$ cat config.mk
export PLATFORM = sky130hd
export DESIGN_NAME = pdist_unit
export DESIGN_NICKNAME = d
export VERILOG_FILES = /design/src/hdl/pdist_pkg.sv /design/src/hdl/pdist_unit.sv
export SDC_FILE = /design/constraint.sdc
export NUM_CORES = 1
export LEC_CHECK = 0
export ABC_AREA = 1
export BUFFER_PORTS_ARGS = -buffer_cell sky130_fd_sc_hd__buf_2
export CAP_MARGIN = 10
export CORE_UTILIZATION = 40
export DETAILED_ROUTE_END_ITERATION = 6
export GPL_TIMING_DRIVEN = 0
export PLACE_DENSITY_LB_ADDON = 0.12
export RECOVER_POWER = 100
export REMOVE_ABC_BUFFERS = 1
export SYNTH_ARGS = -nofsm -noshare
export SYNTH_HDL_FRONTEND = slang
export SYNTH_SLANG_ARGS = --single-unit
$ cat constraint.sdc
create_clock -name clock -period 6.5 [get_ports clock]
set_input_delay 0.65 -clock clock [delete_from_list [all_inputs] [get_ports clock]]
set_output_delay 0.65 -clock clock [all_outputs]
set_load 0.1 [all_outputs]
$ cat src/hdl/pdist_pkg.sv
// Shared types and constants of the polyline point-at-distance block.
`default_nettype none
package pdist_pkg;

   localparam int MAX_POINTS_DEF  = 64;
   localparam int COORD_WIDTH_DEF = 32;

   typedef enum logic [1:0] {
      CMD_APPEND = 2'd0,
      CMD_CLEAR  = 2'd1,
      CMD_QUERY  = 2'd2,
      CMD_NOP    = 2'd3
   } cmd_type;

   typedef enum logic [1:0] {
      STATUS_OK    = 2'd0,
      STATUS_FULL  = 2'd1,
      STATUS_EMPTY = 2'd2
   } status_type;

   typedef enum logic [1:0] {
      OP_MUL  = 2'd0,
      OP_SQRT = 2'd1,
      OP_DIV  = 2'd2
   } op_type;

   typedef struct packed {
      logic   start;
      op_type op;
      logic   clear_acc;
   } unit_ctl_type;

   typedef enum logic [4:0] {
      S_IDLE,
      S_FIRST_RD,
      S_FIRST_CAP,
      S_LEN_RDA,
      S_LEN_RDB,
      S_LEN_CAP,
      S_LEN_MX,
      S_LEN_MY,
      S_LEN_MZ,
      S_LEN_SQ,
      S_CHECK,
      S_MOD_LD,
      S_MOD_DIV,
      S_WALK_RD,
      S_WALK_CAP,
      S_INT_RDA,
      S_INT_RDB,
      S_INT_CAP,
      S_INT_MX,
      S_INT_DX,
      S_INT_MY,
      S_INT_DY,
      S_INT_MZ,
      S_INT_DZ,
      S_RSP
   } state_type;

endpackage
`default_nettype wire

$ cat src/hdl/pdist_unit.sv
// Shared bit-serial unit: multiply-accumulate, integer square root and division.
`default_nettype none
module pdist_unit
   import pdist_pkg::*;
#(
   parameter int COORD_WIDTH = COORD_WIDTH_DEF,
   parameter int MAX_POINTS  = MAX_POINTS_DEF
) (
   input  wire logic                  clock,
   input  wire logic                  reset,
   input  wire unit_ctl_type          ctl,
   input  wire logic [2*COORD_WIDTH+1:0] opa,
   input  wire logic [COORD_WIDTH:0]  opb,
   input  wire logic [COORD_WIDTH+$clog2(MAX_POINTS):0] divisor,
   output logic                       done,
   output logic [2*COORD_WIDTH+1:0]   quot,
   output logic [COORD_WIDTH:0]       root,
   output logic [COORD_WIDTH+$clog2(MAX_POINTS):0] rem
);

   localparam int BW = COORD_WIDTH + 1;
   localparam int NW = 2 * BW;
   localparam int TW = BW + $clog2(MAX_POINTS);
   localparam int CW = $clog2(NW + 1);

   logic          busy_ff, busy_in;
   logic          done_ff, done_in;
   op_type        op_ff, op_in;
   logic [CW-1:0] cnt_ff, cnt_in;
   logic [NW-1:0] acc_ff, acc_in;
   logic [NW-1:0] mcand_ff, mcand_in;
   logic [BW-1:0] mplier_ff, mplier_in;
   logic [BW-1:0] root_ff, root_in;
   logic [BW+2:0] srem_ff, srem_in;
   logic [TW-1:0] drem_ff, drem_in;
   logic [TW-1:0] dvsr_ff, dvsr_in;

   logic [BW+2:0] sq_shift;
   logic [BW+2:0] sq_trial;
   logic [TW:0]   dv_shift;
   logic [TW:0]   dv_diff;

   always_comb begin
      sq_shift = {srem_ff[BW:0], acc_ff[NW-1:NW-2]};
      sq_trial = {1'b0, root_ff, 2'b01};
      dv_shift = {drem_ff, acc_ff[NW-1]};
      dv_diff  = dv_shift - {1'b0, dvsr_ff};

      busy_in   = busy_ff;
      done_in   = 1'b0;
      op_in     = op_ff;
      cnt_in    = cnt_ff;
      acc_in    = acc_ff;
      mcand_in  = mcand_ff;
      mplier_in = mplier_ff;
      root_in   = root_ff;
      srem_in   = srem_ff;
      drem_in   = drem_ff;
      dvsr_in   = dvsr_ff;

      if (!busy_ff && ctl.start) begin
         busy_in = 1'b1;
         op_in   = ctl.op;
         case (ctl.op)
            OP_MUL: begin
               if (ctl.clear_acc) begin
                  acc_in = '0;
               end
               mcand_in  = opa;
               mplier_in = opb;
               cnt_in    = CW'(BW);
            end
            OP_SQRT: begin
               root_in = '0;
               srem_in = '0;
               cnt_in  = CW'(BW);
            end
            OP_DIV: begin
               drem_in = '0;
               dvsr_in = divisor;
               cnt_in  = CW'(NW);
            end
            default: begin
               busy_in = 1'b0;
            end
         endcase
      end else if (busy_ff) begin
         cnt_in = cnt_ff - CW'(1);
         if (cnt_ff == CW'(1)) begin
            busy_in = 1'b0;
            done_in = 1'b1;
         end
         case (op_ff)
            OP_MUL: begin
               if (mplier_ff[0]) begin
                  acc_in = acc_ff + mcand_ff;
               end
               mcand_in  = {mcand_ff[NW-2:0], 1'b0};
               mplier_in = {1'b0, mplier_ff[BW-1:1]};
            end
            OP_SQRT: begin
               acc_in = {acc_ff[NW-3:0], 2'b00};
               if (sq_shift >= sq_trial) begin
                  srem_in = sq_shift - sq_trial;
                  root_in = {root_ff[BW-2:0], 1'b1};
               end else begin
                  srem_in = sq_shift;
                  root_in = {root_ff[BW-2:0], 1'b0};
               end
            end
            OP_DIV: begin
               if (dv_shift >= {1'b0, dvsr_ff}) begin
                  drem_in = dv_diff[TW-1:0];
                  acc_in  = {acc_ff[NW-2:0], 1'b1};
               end else begin
                  drem_in = dv_shift[TW-1:0];
                  acc_in  = {acc_ff[NW-2:0], 1'b0};
               end
            end
            default: begin
               busy_in = 1'b0;
            end
         endcase
      end
   end

   always_ff @(posedge clock) begin
      if (reset) begin
         busy_ff <= 1'b0;
         done_ff <= 1'b0;
         op_ff   <= OP_MUL;
         cnt_ff  <= '0;
      end else begin
         busy_ff <= busy_in;
         done_ff <= done_in;
         op_ff   <= op_in;
         cnt_ff  <= cnt_in;
      end
      acc_ff    <= acc_in;
      mcand_ff  <= mcand_in;
      mplier_ff <= mplier_in;
      root_ff   <= root_in;
      srem_ff   <= srem_in;
      drem_ff   <= drem_in;
      dvsr_ff   <= dvsr_in;
   end

   assign done = done_ff;
   assign quot = acc_ff;
   assign root = root_ff;
   assign rem  = drem_ff;

endmodule
`default_nettype wire

==> results.py, run 1 <==
metrics = {
    "clock_tree": {
        "post_cts_buffers": 0,
        "ctsResizeCount": 0,
        "numCtsBuffers": 38,
        "cts_tree": "done",
        "clkLatencyLatePin_ns": 0.56,
        "cts_hold_buf": 0,
        "cts-root-buf": "clkbuf_16",
        "htree_levels": 2,
        "clk_pin_slew_ns": 0.06,
        "numClockSinks": 321,
        "cts_buffer_depth": 3,
    },
    "drt": {
        "wl_per_cell_um": 17.69,
        "drt_iter0_drc": 1260,
        "firstDrtPassIters": 5,
        "detail_route.drc_violations": 0,
        "routed_wl_um": 75850,
        "final_antenna_net_count": 0,
        "vias_per_cell": 5.175,
        "num_vias": 22180,
    },
    "logic_synthesis": {
        "synthArstFlopShare": 0,
        "synth_top_area_share": 0.3941,
        "synth_flop_cell": "edfxtp_1",
        "syn_inst": 3229,
        "synth.avg_cell_area_um2": 7.315,
        "netlist-cell-type-count": 46,
        "synth_top_cell_by_area": "edfxtp_1",
        "yosys-top-cells-area": "edfxtp_1 (39%), nand2_1 (17%), ha_1 (7.7%)",
        "synth_edf_count": 310,
        "synth-seq-cells": 321,
        "yosysSeqAreaShare": 0.4034,
        "synth_warnings": 0,
        "netlist_area_um2": 23620,
    },
    "power": {
        "p_sw_frac": 0.4017,
        "p_leak_nw": 12.13,
        "vdd_drop_max_mv": 0.2477,
        "power_mw": 7.431,
        "power_frac_comb": 0.365,
        "power.density_nw_per_um2": 276.2,
        "internal_power_mw": 4.447,
        "switchingPower_mw": 2.985,
        "pwr-share-clk": 0.273,
        "seqPwrFrac": 0.362,
    },
    "worst_setup_path": {
        "critPathLaunchType": "register",
        "endpoint_kind": "register",
        "r2r-end": "quot[43]",
        "ff2ff_path_depth": 9,
        "reg2reg_from": "busy_ff",
        "critPathArrivalTime_ns": 4.88,
        "r2r_slack_ns": 1.87,
        "crit_path_max_fanout": 118,
        "required_ns": 6.75,
        "path_class": "register to register",
    },
    "hold_path": {
        "hold_end": "dvsr_ff[31]",
        "hold_start": "divisor[31]",
        "hold_depth": 1,
        "worstHoldPathType": "input port to register",
    },
    "cells_and_area": {
        "drive_gt1_frac": 0.06701,
        "diodes": 0,
        "finalNetCount": 3788,
        "fin_util": 0.4637,
        "final_common_cell": "nand2_1",
        "mostFrequentLayoutCells": "nand2_1 (1,048), inv_1 (411), nor2_1 (318), a21oi_1 (318), edfxtp_1 (310)",
        "nFillCells": 6170,
        "syn_to_final_growth_pct": 13.91,
    },
    "timing": {
        "maxSlewHeadroom": -0.5879,
        "setup_viol": 0,
        "finalHoldViolations": 0,
        "fin_crit_sh": 0.7124,
        "max_freq_ghz": 0.2159,
        "clock_skew_ns": 0.02492,
        "final_max_slew_viol_count": 65,
        "rsz0062_at_grt": "no",
        "min_period_ns": 4.631,
        "worst_pin_slew_ns": 2.382,
    },
    "floorplan": {
        "dieHeight_um": 245.0,
        "num_rows": 88,
        "core_area_um2": 58030,
        "die_x_um": 245.0,
        "start_util": 0.4071,
        "boundaryPins": 283,
        "dieArea_um2": 60030,
    },
    "run": {
        "drv_cap": 2,
    },
    "global_routing": {
        "antenna_found_initial": 4,
        "grt_pass1_vias": 21390,
        "grt_usage": 0.2486,
        "grt_pass1_wl_um": 117900,
        "grt_max_degree": 119,
        "overflow": 0,
    },
    "place": {
        "dp_hpwl_um": 60350,
        "place_congestion": 0.9286,
        "io_buffers": 282,
    },
    "outcome": {
        "outcome": "complete, but fails checks",
        "violations": "max-capacitance violations, max-slew violations",
    },
}
-- worst max path at each step --
stage | endpoint | slack [ns] | startpoint | cells past startpoint
CTS | quot[0] | 2.85 | quot[65] | 12
finish | quot[43] | 1.87 | busy_ff | 9
global placement | quot[45] | -16.02 | ctl[3] | 6
detailed placement | quot[45] | 2.78 | ctl[3] | 9
floorplan | quot[0] | -6.23 | ctl[3] | 5
global route | quot[43] | 1.45 | busy_ff | 9
-- layout make-up --
| type | count | area (um^2) | share of cell area |
|---|---|---|---|
| clock inverter | 16 | 123.9 | 0.004604 |
| multi-input combinational | 2416 | 12170 | 0.4523 |
| timing repair buffer | 303 | 1541 | 0.05729 |
| clock buffer | 49 | 1013 | 0.03767 |
| inverter | 417 | 1573 | 0.05845 |
| sequential | 321 | 9529 | 0.3541 |
| tap | 765 | 957.2 | 0.03557 |
-- critical path: stages (launching register included) --
cell,delay (ns)
dfxtp_1,0.37
inv_1,0.11
nand2_1,0.45
buf_16,0.40
inv_8,0.49
buf_16,0.43
nor3_1,0.10
a211oi_1,0.74
clkbuf_1,0.89
buf_8,0.26
-- registers in the layout, indices dropped and copies added, names as in the netlist --
name,cells
mplier_ff,33
dvsr_ff,39
root,33
mcand_ff,66
cnt_ff,7
quot,66
rem,39
op_ff,2
busy_ff,1
srem_ff,34
done,1
-- power by group through the flow --
stage,Sequential (mW),Clock [mW],Combinational [mW]
floorplan,3.23,0,1.48
global placement,2.77,0,2.71
detailed placement,2.73,0,2.75
CTS,2.69,2.09,2.76
global route,2.71,2.16,2.99
finish,2.69,2.03,2.71
-- metrics by stage --
stage | hold slack (ns) | setup slack, ns | setup TNS (ns) | area, um^2 | cells
CTS | 0.2196 | 2.854 | 0 | 27250 | 4286
floorplan | 0.4567 | -6.228 | -1295.56 | 23270 | 3154
global placement | 0.4761 | -16.02 | -5015.39 | 25640 | 4201
finish | 0.2561 | 1.869 | 0 | 26910 | 4287
detailed placement | 0.4962 | 2.784 | 0 | 26110 | 4221
global route | 0.2297 | 1.447 | 0 | 26910 | 4287
-- logic make-up after synthesis --
family / count (synthesis) / synth area share
and+or+nand+nor: 1631 / 0.2807
AOI/OAI and AO/OA: 592 / 0.1393
buffers and inverters: 492 / 0.08104
DFF: 321 / 0.4034
adders and majority gates: 147 / 0.07850
xor gates and xnor gates: 46 / 0.01706
-- Yosys cell counts (17+ instances only) --
cell      instances
a21o_1           21
a21oi_1         317
a22oi_1          64
clkbuf_1         50
edfxtp_1        310
ha_1            145
inv_1           413
nand2_1        1048
nand3_1         156
nand3b_1         17
nand4_1          19
nor2_1          318
nor3_1           27
o21ai_0         132
or2_2            24
xnor2_1          24
xor2_1           22
-- layer usage --
metal	share of wire	wire length (um)	GRT usage
met3	0.047	3568	0.03269
met1	0.45	34230	0.3315
met5	0.00069	52	0
met4	0.027	2068	0.07353
met2	0.47	35930	0.4183
Note: power is estimated with default switching activity, not from simulation.
==> run 2: changes to the inputs <==
==> constraint.sdc (replaced) <==
create_clock -name clock -period 4.9 [get_ports clock]
set_input_delay 0.49 -clock clock [delete_from_list [all_inputs] [get_ports clock]]
set_output_delay 0.49 -clock clock [all_outputs]
set_load 0.1 [all_outputs]
==> run 2 against run 1 <==
The flow still finishes with violations (max-capacitance violations, max-slew violations). Setup slack got worse by 1.0 ns. Die area unchanged. First-iteration DRC count increased by 5.3%. Maximum frequency increased by 15%.
==> results.py, run 2 (same netlist as run 1, synthesis figures left out) <==
metrics = {
    "global_routing": {
        "grt_pass1_vias": 21390,
        "grt_util_met1": 0.3315,
        "grt_use_met2": 0.4183,
        "overflow": 0,
        "grt_pass1_wl_um": 117900,
        "grt_busiest_layer": "met2",
        "antenna_found_initial": 4,
        "grt_max_degree": 119,
        "grt_usage": 0.2486,
        "grtUsageMet3": 0.03269,
    },
    "timing": {
        "min_period_ns": 4.027,
        "max_freq_ghz": 0.2484,
        "worst_pin_slew_ns": 1.715,
        "final_max_slew_viol_count": 82,
        "fin_crit_sh": 0.8217,
        "clock_skew_ns": 0.02749,
        "finalHoldViolations": 0,
        "finalWorstSetupSlack_ns": 0.8735,
        "rsz0062_at_grt": "no",
        "maxSlewHeadroom": -0.1432,
        "hold_ws_ns": 0.09610,
        "fin_tns_setup_ns": 0,
        "setup_viol": 0,
    },
    "drt": {
        "final_antenna_net_count": 0,
        "firstDrtPassIters": 5,
        "vias_per_cell": 5.171,
        "wl_per_cell_um": 17.72,
        "routed_wl_um": 75950,
        "drt_iter0_drc": 1327,
        "detail_route.drc_violations": 0,
        "num_vias": 22170,
    },
    "worst_setup_path": {
        "required_ns": 5.10,
        "cp_cell_sequence": "inv_1 > nand2_1 > buf_16 > inv_8 > buf_16 > nor3_1 > a211oi_4 > buf_8 > clkbuf_2",
        "critPathLaunchType": "register",
        "cp_common_cell": "buf_16",
        "cpMaxStageDelayCell": "inv_8",
        "worstSetupStartpoint": "busy_ff",
        "reg2reg_from": "busy_ff",
        "crit_path_max_fanout": 118,
        "r2r_slack_ns": 0.87,
        "critPathArrivalTime_ns": 4.22,
        "path_class": "register to register",
        "ff2ff_path_depth": 9,
        "cp_slowest_stage_delay_ns": 0.49,
        "endpoint_kind": "register",
        "r2r-end": "quot[10]",
    },
    "power": {
        "seqPwrFrac": 0.361,
        "internal_power_mw": 5.900,
        "switchingPower_mw": 3.969,
        "p_sw_frac": 0.4022,
        "vdd_drop_max_mv": 0.3285,
        "p_leak_nw": 12.14,
        "power_frac_comb": 0.366,
        "power_mw": 9.869,
        "pwr-share-clk": 0.273,
        "power.density_nw_per_um2": 366.5,
    },
    "cells_and_area": {
        "stdcell_area_um2": 26930,
        "fin_util": 0.4641,
        "finalNetCount": 3788,
        "fin_cells": 4287,
        "diodes": 0,
        "drive_gt1_frac": 0.06871,
        "mostFrequentLayoutCells": "nand2_1 (1,048), inv_1 (411), a21oi_1 (318)",
        "syn_to_final_growth_pct": 14.02,
        "final_common_cell": "nand2_1",
    },
    "hold_path": {
        "worstHoldPathType": "input port to register",
        "hold_start": "divisor[31]",
        "hold_end": "dvsr_ff[31]",
        "hold_depth": 1,
    },
    "clock_tree": {
        "cts_tree": "done",
        "numCtsBuffers": 38,
        "ctsResizeCount": 0,
        "clkLatencyLatePin_ns": 0.57,
        "cts_buffer_depth": 3,
        "cts_hold_buf": 0,
        "clk_pin_slew_ns": 0.06,
        "numClockSinks": 321,
        "post_cts_buffers": 0,
        "cts-root-buf": "clkbuf_16",
        "htree_levels": 2,
    },
    "floorplan": {
        "die_x_um": 245.0,
        "dieArea_um2": 60030,
        "start_util": 0.4071,
        "dieHeight_um": 245.0,
        "boundaryPins": 283,
        "core_area_um2": 58030,
        "num_rows": 88,
    },
    "run": {
        "drv_cap": 1,
    },
    "place": {
        "dp_hpwl_um": 60350,
        "place_congestion": 0.9286,
        "post-place-cells": 4221,
        "place_ws_ns": 1.264,
        "io_buffers": 282,
        "place_area_um2": 26110,
    },
    "outcome": {
        "outcome": "complete, but fails checks",
        "violations": "max-capacitance violations, max-slew violations",
    },
}
## run 2: cell type report
| cell class | count | area [um^2] |
|---|---|---|
| Inverter | 417 | 1573 |
| Fill cell | 6164 | 31090 |
| Sequential cell | 321 | 9529 |
| Timing Repair Buffer | 303 | 1546 |
| Multi-Input combinational cell | 2416 | 12190 |
| Clock inverter | 16 | 123.9 |
| Tap cell | 765 | 957.2 |
| Clock buffer | 49 | 1013 |
## run 2: power by group through the flow
stage,clock [mW],combinational [mW],sequential [mW]
CTS,2.77,3.66,3.56
finish,2.69,3.61,3.57
floorplan,0,1.96,4.29
detailed placement,0,3.65,3.62
global placement,0,3.60,3.67
global route,2.86,3.97,3.59
## run 2: critical path: cells and delay by family (launching register included)
kind | cells | cell delay [ns]
simple gates | 2 | 0.60
buf+inv | 6 | 2.15
flops | 1 | 0.37
compound gates | 1 | 0.46
## run 2: routing by layer
layer / part of all wire / wire [um]
met5: 0.00068 / 52
met4: 0.027 / 2035
met3: 0.046 / 3477
met2: 0.47 / 36000
met1: 0.45 / 34390
## run 2: how the worst max path moves through the flow
stage,to,slack [ns],cells after the start
floorplan,quot[0],-7.70,6
global placement,quot[45],-17.46,6
detailed placement,quot[0],1.26,12
CTS,quot[0],1.25,12
global route,mcand_ff[37],0.55,10
finish,quot[10],0.87,9
